### src/hdl/rc5pwd_pkg.sv
// Shared types and constants for the RC5 pulse-width decoder.
// No dependencies; imported by every module of the block.
package rc5pwd_pkg;

	localparam int unsigned CfgIndexW = 2;
	localparam int unsigned CfgDataW  = 8;
	localparam int unsigned DurW      = 8;
	localparam int unsigned AddrW     = 5;
	localparam int unsigned CmdW      = 6;

	localparam logic [15:0] FRAME_MARKER = 16'h0005;

	localparam logic [7:0] SHORT_MIN_RST = 8'd9;
	localparam logic [7:0] SHORT_MAX_RST = 8'd20;
	localparam logic [7:0] LONG_MIN_RST  = 8'd21;
	localparam logic [7:0] LONG_MAX_RST  = 8'd34;

	typedef enum logic [CfgIndexW-1:0] {
		REG_SHORT_MIN = 2'd0,
		REG_SHORT_MAX = 2'd1,
		REG_LONG_MIN  = 2'd2,
		REG_LONG_MAX  = 2'd3
	} reg_index_t;

	typedef enum logic [1:0] {
		KIND_START    = 2'd0,
		KIND_INTERVAL = 2'd1,
		KIND_TIMEOUT  = 2'd2
	} kind_t;

	typedef struct packed {
		logic [DurW-1:0] short_min;
		logic [DurW-1:0] short_max;
		logic [DurW-1:0] long_min;
		logic [DurW-1:0] long_max;
	} window_t;

	typedef struct packed {
		logic            valid_res;
		logic [AddrW-1:0] address;
		logic [CmdW-1:0]  command;
		logic            toggle;
	} result_t;

endpackage

### src/hdl/rc5_pulse_width_decoder_core.sv
// RC5 pulse-width decoder: takes one item per cycle (start, interval, timeout).
// An item is held in the input register and then decoded; a timeout writes the result register.
// A result is presented once its timeout has left the input register and the result register
// has taken it. The only stall source is the result register: the input stalls only while the
// input register holds an item and out_stall keeps a result waiting.
// Depends on rc5pwd_pkg, rc5pwd_cfg and rc5pwd_frame.
module rc5_pulse_width_decoder_core
	import rc5pwd_pkg::*;
(
	input  logic                 clk,
	input  logic                 arst_n,
	input  logic                 wr_en,
	input  logic [CfgIndexW-1:0] wr_index,
	input  logic [CfgDataW-1:0]  wr_data,
	input  logic                 in_valid,
	output logic                 in_stall,
	input  logic [1:0]           kind,
	input  logic [DurW-1:0]      duration,
	output logic                 out_valid,
	input  logic                 out_stall,
	output logic                 valid_res,
	output logic [AddrW-1:0]     address,
	output logic [CmdW-1:0]      command,
	output logic                 toggle
);

	window_t         window;
	logic            valid_s1;
	kind_t           kind_s1;
	logic [DurW-1:0] duration_s1;
	logic            advance;
	logic            res_fire;
	result_t         result;
	logic            out_valid_q;
	result_t         result_q;

	rc5pwd_cfg u_cfg (
		.clk      (clk),
		.arst_n   (arst_n),
		.wr_en    (wr_en),
		.wr_index (wr_index),
		.wr_data  (wr_data),
		.window   (window)
	);

	// Stage 1 moves on whenever the result register can take a new value.
	assign advance  = !out_valid_q || !out_stall;
	assign in_stall = valid_s1 && !advance;

	always_ff @(posedge clk or negedge arst_n) begin
		if (!arst_n) begin
			valid_s1 <= 1'b0;
		end else if (!in_stall) begin
			valid_s1 <= in_valid;
		end
	end

	always_ff @(posedge clk) begin
		if (in_valid && !in_stall) begin
			kind_s1     <= kind_t'(kind);
			duration_s1 <= duration;
		end
	end

	rc5pwd_frame u_frame (
		.clk      (clk),
		.arst_n   (arst_n),
		.fire     (valid_s1 && advance),
		.kind     (kind_s1),
		.duration (duration_s1),
		.window   (window),
		.res_fire (res_fire),
		.result   (result)
	);

	always_ff @(posedge clk or negedge arst_n) begin
		if (!arst_n) begin
			out_valid_q <= 1'b0;
		end else if (res_fire) begin
			out_valid_q <= 1'b1;
		end else if (!out_stall) begin
			out_valid_q <= 1'b0;
		end
	end

	always_ff @(posedge clk) begin
		if (res_fire) result_q <= result;
	end

	assign out_valid = out_valid_q;
	assign valid_res = result_q.valid_res;
	assign address   = result_q.address;
	assign command   = result_q.command;
	assign toggle    = result_q.toggle;

endmodule

### src/hdl/rc5pwd_cfg.sv
// Timing window registers of the RC5 pulse-width decoder.
// Depends on rc5pwd_pkg.
module rc5pwd_cfg
	import rc5pwd_pkg::*;
(
	input  logic                 clk,
	input  logic                 arst_n,
	input  logic                 wr_en,
	input  logic [CfgIndexW-1:0] wr_index,
	input  logic [CfgDataW-1:0]  wr_data,
	output window_t              window
);

	window_t window_q;

	always_ff @(posedge clk or negedge arst_n) begin
		if (!arst_n) begin
			window_q.short_min <= SHORT_MIN_RST;
			window_q.short_max <= SHORT_MAX_RST;
			window_q.long_min  <= LONG_MIN_RST;
			window_q.long_max  <= LONG_MAX_RST;
		end else if (wr_en) begin
			case (reg_index_t'(wr_index))
				REG_SHORT_MIN: window_q.short_min <= wr_data;
				REG_SHORT_MAX: window_q.short_max <= wr_data;
				REG_LONG_MIN:  window_q.long_min  <= wr_data;
				REG_LONG_MAX:  window_q.long_max  <= wr_data;
				default: ;
			endcase
		end
	end

	assign window = window_q;

endmodule

### src/hdl/rc5pwd_frame.sv
// Frame state of the RC5 pulse-width decoder: interval classing, bit shifting
// and the timeout report. Depends on rc5pwd_pkg.
module rc5pwd_frame
	import rc5pwd_pkg::*;
(
	input  logic            clk,
	input  logic            arst_n,
	input  logic            fire,
	input  kind_t           kind,
	input  logic [DurW-1:0] duration,
	input  window_t         window,
	output logic            res_fire,
	output result_t         result
);

	logic [15:0] shift_q,   shift_d;
	logic        invalid_q, invalid_d;
	logic        last_q,    last_d;
	logic        skip_q,    skip_d;
	logic        half_q,    half_d;

	logic        keep_bit;
	logic        flip_bit;
	logic [15:0] pushed;

	// Two shorts keep the previous bit, one long inverts it.
	assign keep_bit = shift_q[0];
	assign flip_bit = ~shift_q[0];

	always_comb begin
		shift_d   = shift_q;
		invalid_d = invalid_q;
		last_d    = last_q;
		skip_d    = skip_q;
		half_d    = half_q;
		pushed    = shift_q;
		case (kind)
			KIND_START: begin
				shift_d   = FRAME_MARKER;
				invalid_d = 1'b0;
				last_d    = 1'b0;
				skip_d    = 1'b0;
				half_d    = 1'b0;
			end
			KIND_INTERVAL: begin
				if (!invalid_q) begin
					if (skip_q) begin
						skip_d = 1'b0;
					end else if (last_q) begin
						invalid_d = 1'b1;
					end else if (duration < window.short_min || duration > window.long_max) begin
						invalid_d = 1'b1;
					end else if (duration <= window.short_max) begin
						if (half_q) begin
							pushed  = {shift_q[14:0], keep_bit};
							shift_d = pushed;
							half_d  = 1'b0;
							if (pushed[15]) begin
								last_d = 1'b1;
								if (pushed[0]) skip_d = 1'b1;
							end
						end else begin
							half_d = 1'b1;
						end
					end else if (duration >= window.long_min) begin
						if (half_q) begin
							invalid_d = 1'b1;
						end else begin
							pushed  = {shift_q[14:0], flip_bit};
							shift_d = pushed;
							if (pushed[15]) begin
								last_d = 1'b1;
								if (pushed[0]) skip_d = 1'b1;
							end
						end
					end else begin
						invalid_d = 1'b1;
					end
				end
			end
			KIND_TIMEOUT: begin
				skip_d    = 1'b0;
				invalid_d = 1'b1;
			end
			default: ;
		endcase
	end

	always_ff @(posedge clk or negedge arst_n) begin
		if (!arst_n) begin
			shift_q   <= FRAME_MARKER;
			invalid_q <= 1'b1;
			last_q    <= 1'b0;
			skip_q    <= 1'b0;
			half_q    <= 1'b0;
		end else if (fire) begin
			shift_q   <= shift_d;
			invalid_q <= invalid_d;
			last_q    <= last_d;
			skip_q    <= skip_d;
			half_q    <= half_d;
		end
	end

	logic frame_ok;
	assign frame_ok = !invalid_q && !skip_q && last_q;

	assign res_fire         = fire && (kind == KIND_TIMEOUT);
	assign result.valid_res = frame_ok;
	assign result.address   = frame_ok ? shift_q[10:6] : '0;
	assign result.command   = frame_ok ? shift_q[5:0]  : '0;
	assign result.toggle    = frame_ok ? shift_q[11]   : 1'b0;

endmodule

### config.mk
export PLATFORM = sky130hd
export DESIGN_NAME = rc5_pulse_width_decoder_core
export DESIGN_NICKNAME = d
export VERILOG_FILES = /design/src/hdl/rc5pwd_pkg.sv /design/src/hdl/rc5_pulse_width_decoder_core.sv /design/src/hdl/rc5pwd_cfg.sv /design/src/hdl/rc5pwd_frame.sv
export SDC_FILE = /design/constraint.sdc
export NUM_CORES = 1
export LEC_CHECK = 0
export BUFFER_PORTS_ARGS = -buffer_cell sky130_fd_sc_hd__buf_2
export CAP_MARGIN = 0
export CORE_ASPECT_RATIO = 0.7
export CORE_MARGIN = 4
export CORE_UTILIZATION = 35
export CTS_CLUSTER_SIZE = 14
export DETAILED_ROUTE_END_ITERATION = 16
export GPL_ROUTABILITY_DRIVEN = 0
export GPL_TIMING_DRIVEN = 0
export PLACE_DENSITY_LB_ADDON = 0.2
export SLEW_MARGIN = 15
export SYNTH_ARGS = -nofsm -noshare
export SYNTH_HDL_FRONTEND = slang
export SYNTH_SLANG_ARGS = --single-unit
### constraint.sdc
create_clock -name clk -period 3.71 [get_ports clk]
set_clock_uncertainty 0.1 [all_clocks]
set_input_delay 0.1855 -clock clk [delete_from_list [all_inputs] [get_ports clk]]
set_output_delay 0.1855 -clock clk [all_outputs]
set_load 0.05 [all_outputs]
==> results.txt <==
----------------------------------------------------
[Status]
  Run status ... finished clean

[Logic synthesis]
  Combined area of all synthesized cells ... between 0.003 and 0.004 sq mm
  Multiplexer share of the synthesized area ... 0.0707
  Complex-gate fraction of the synthesized area ... 0.134
  Area share of and/or/nand/nor cells after synthesis ... 0.116
  Register area share after synthesis ... 0.510
  Number of distinct library cells after synthesis ... 48
  Synthesis warning total ... 0
  Post-synthesis sequential element count ... 76
  Number of flops mapped to enable cells by yosys ... 23
  Mean instance size in the synthesized netlist ... ~11 sq um
  Post-synthesis share of cell area spent on xor and xnor gates ... 0
  Prevailing post-synth register cell ... sky130_fd_sc_hd__dfrtp_1
  Syn Inst Count ... about 360
  Synthesized-area fraction occupied by adder cells ... 0.110
  Main combinational cell family by area after synthesis ... compound AO/OA/AOI/OAI gates
  Net count after synthesis ... roughly 420
  Fraction of registers with async set/reset ... 0.697

[Clock network]
  CTS tree ... yes
  Number of clock buffers inserted by TritonCTS ... 9
  Worst-Skew Late Latency ... 0.34 ns
  Clock transition at the registers of the reported paths ... about 0.060 ns
  H-Tree Level Count ... 3
  Number of resized instances in the post-cts repair step ... 0
  Number of sinks on the clock net ... 76
  Clk root buf ... sky130_fd_sc_hd__clkbuf_16
  Max Buffers Root-to-Sink ... 2

[Place]
  Port bufs ... 39
  Number of placed instances, taps included ... around 550
  Post-detailed-placement half-perimeter wirelength ... between 6000 and 7000 microns
  Placed instance area ... approximately 0.0044 sq mm

[Setup path]
  Slowest Stage Delay on Critical Path ... ~0.6 ns
  Nature of the critical path startpoint ... flop
  Endpoint type of the worst setup path ... flop
  CP required ... about 3.9 ns
  List of cells traversed by the critical path ... ha_1 > a2111oi_0 > o31ai_1 > a41oi_1 > clkbuf_1 > o21ai_0 > o211ai_1
  Critical-path top delay cell ... sky130_fd_sc_hd__a2111oi_0
  Endpoint arrival time on the critical path ... approximately 3.1 ns
  Maximum net fanout on the critical path ... 10
  Type of the worst setup path ... reg -> reg

[Timing]
  Worst max-slew margin expressed relative to the limit ... 0.379
  Endpoints failing hold ... 0
  Measured slew at the worst slew-check pin ... between 0.9 and 1 ns
  Max-slew violation count ... 0
  Finish-stage setup viols ... 0
  Summed negative setup slack over all endpoints ... 0 ns
  Maximum frequency from static timing analysis ... about 340 MHz
  Post-route fraction of the period consumed by the critical path ... 0.782
  Unrepaired setup endpoints after global routing ... no
  Tmin final ... 2.90 ns

[Route]
  Final antenna-violating net count ... 0
  Count of TritonRoute iterations in the first routing pass ... 4
  Routed length per placed instance ... 14.8 microns
  DRC ... 0
  Detailed router's first-iteration violation count ... 179
  Vias per Instance ... approximately 5
  Wire length reported by the detailed router ... approximately 8700 microns
  Via Count ... approximately 2.9k

[Power]
  Combinational group share of total power ... 0.220
  Total power per unit cell area ... between 500 and 600 mW/mm^2
  Total power ... 2.53 mW
  Switch Pwr ... roughly 0.79 mW
  Switch share ... 0.313
  Share of total power in sequential cells ... 0.449
  Leakage power ... about 2.1 nW
  Share of total power in the clock network ... 0.331
  Cell internal power dissipation ... ~1.7 mW
  Peak supply drop ... approximately 0.23 mV

[Cells and area]
  Most common cell after layout, fill and taps aside ... sky130_fd_sc_hd__inv_1
  Layout area overhead ... 21.4%
  Antenna diodes ... 0
  Post-route non-filler standard cell count ... 585
  Commonest cells after routing, fill and taps aside ... sky130_fd_sc_hd__inv_1 (51), sky130_fd_sc_hd__dfrtp_1 (41), sky130_fd_sc_hd__buf_2 (39)
  Fin util ... 0.438
  Final standard cell area without fillers ... 0.00484 sq mm
  Ratio of cells with drive above 1 in the final layout ... 0.227
  Nets@finish ... ~500

[Floorplan]
  Core area ... between 0.01 and 0.015 sq mm
  Number of standard-cell rows in the floorplan ... 32
  Full die area ... 0.0132 sq mm
  Ports ... 40
  Floorplan die width ... approximately 140 microns
  Die extent in y ... slightly below 100 microns
  Initial core utilization ... 0.361

[Job]
  Max-cap violations ... 0

[Global route]
  GRT Overall Usage ... 0.144
  Pin count of the biggest net entering global routing ... between 50 and 60
  Wire length of the first global-routing pass ... approximately 15000 microns
  Number of antenna violations at the first check in global routing ... 0
  Vias in the first global route ... a little under 3k
  Grt ovf ... 0

[Hold path]
  HP Class ... in -> reg

----------------------------------------------------
metrics by stage:
step	hold slack [ns]	setup slack (ns)
2_1_floorplan	-0.210	1.15
3_3_place_gp	0.262	0.904
3_5_place_dp	0.184	0.879
4_1_cts	0.0134	0.869
5_1_grt	0.0231	0.506
6_report	0.0233	0.809
timing repair:
action | 4_1_cts | 5_1_grt
buffers inserted | 0 | 0
hold endpoints to repair | 58 | 0
hold buffers | 18 | 0
logic make-up after synthesis:
group                    after synthesis
AO/OA/AOI/OAI                         80
adder cells (fa/ha/maj)               35
multiplexers                          25
buffers and inverters                 61
flip-flops                            76
AND/OR/NAND/NOR                       82
cell usage after synthesis (all sizes together), types with 2 or more instances:
cell	count	area [sq um]
and4	2	17.5
edfxtp	23	691
inv	51	191
nand3	6	30.0
nor3b	2	15.0
a21o	2	15.0
mux2	25	282
a2111oi	2	17.5
dfrtp	41	1030
or3	2	12.5
nor3	5	25.0
o21ai	31	155
nand2b	3	18.8
a21oi	9	45.0
and2	14	87.6
nand2	18	67.6
clkbuf	8	30.0
o21a	2	15.0
nand3b	2	15.0
nand4	18	113
a221o	2	20.0
o211ai	15	113
nor2	4	15.0
ha	35	438
o21bai	2	18.8
buf	2	16.3
nor2b	2	12.5
a211oi	3	22.5
dfstp	12	315
power by group through the flow:
stage | Clock (mW) | Sequential, mW | Combinational (mW)
6_report | 0.836 | 1.14 | 0.558
5_1_grt | 0.891 | 1.16 | 0.646
4_1_cts | 0.856 | 1.13 | 0.560
3_5_place_dp | 0 | 1.15 | 0.542
3_3_place_gp | 0 | 1.15 | 0.529
2_1_floorplan | 0 | 1.14 | 0.385
cell type report:
| class | instances | area [sq um] |
|---|---|---|
| plain buffers | 10 | 46.3 |
| well taps | 153 | 191 |
| inverters | 51 | 191 |
| clock buffers | 9 | 225 |
| repair buffers | 57 | 378 |
| flip-flops and latches | 76 | 2030 |
| fillers | 1076 | 6210 |
| clock inverters | 7 | 57.6 |
| multi-input cells | 222 | 1710 |
state kept, by name (all words and copies together), names as in the netlist:
name / cells
address: 5
command: 6
duration_s1: 8
kind_s1: 2
out_valid: 1
toggle: 1
u_cfg.window: 32
u_frame.half_q: 1
u_frame.invalid_q: 1
u_frame.last_q: 1
u_frame.shift_q: 15
u_frame.skip_q: 1
valid_res: 1
valid_s1: 1
critical path, delay by kind of cell, from the launching register on:
kind / cells / cell delay, ns
adders and majority gates: 1 / 0.31
buffers and inverters: 1 / 0.38
DFF: 1 / 0.46
AOI/OAI and AO/OA: 5 / 1.56
path summary, 6_finish.rpt:
path,slack [ns],cells after the start,end,from
setup / recovery,0.81,7,u_frame.shift_q[11]$_DFFE_PN0P_,duration_s1[1]$_DFFE_PP_
hold / removal,0.02,3,u_cfg.window[30]$_DFFE_PN0P_,wr_data[6]
setup reg to reg,0.81,7,u_frame.shift_q[11]$_DFFE_PN0P_,duration_s1[1]$_DFFE_PP_
hold reg to reg,0.41,1,u_cfg.window[13]$_DFFE_PN0P_,u_cfg.window[13]$_DFFE_PN0P_
max in group asynchronous,2.69,2,u_frame.half_q$_DFFE_PN0P_,arst_n
min in group asynchronous,0.32,2,u_cfg.window[29]$_DFFE_PN0P_,arst_n
per-layer routing:
layer	vias up	global-route usage	routed length [microns]
met5	-	0	0
met4	0	0.0581	146
met3	11	0.0352	401
met2	60	0.191	3480
met1	1376	0.220	4660
li1	1429	-	-
No activity file was read; power rests on OpenSTA's default activity.
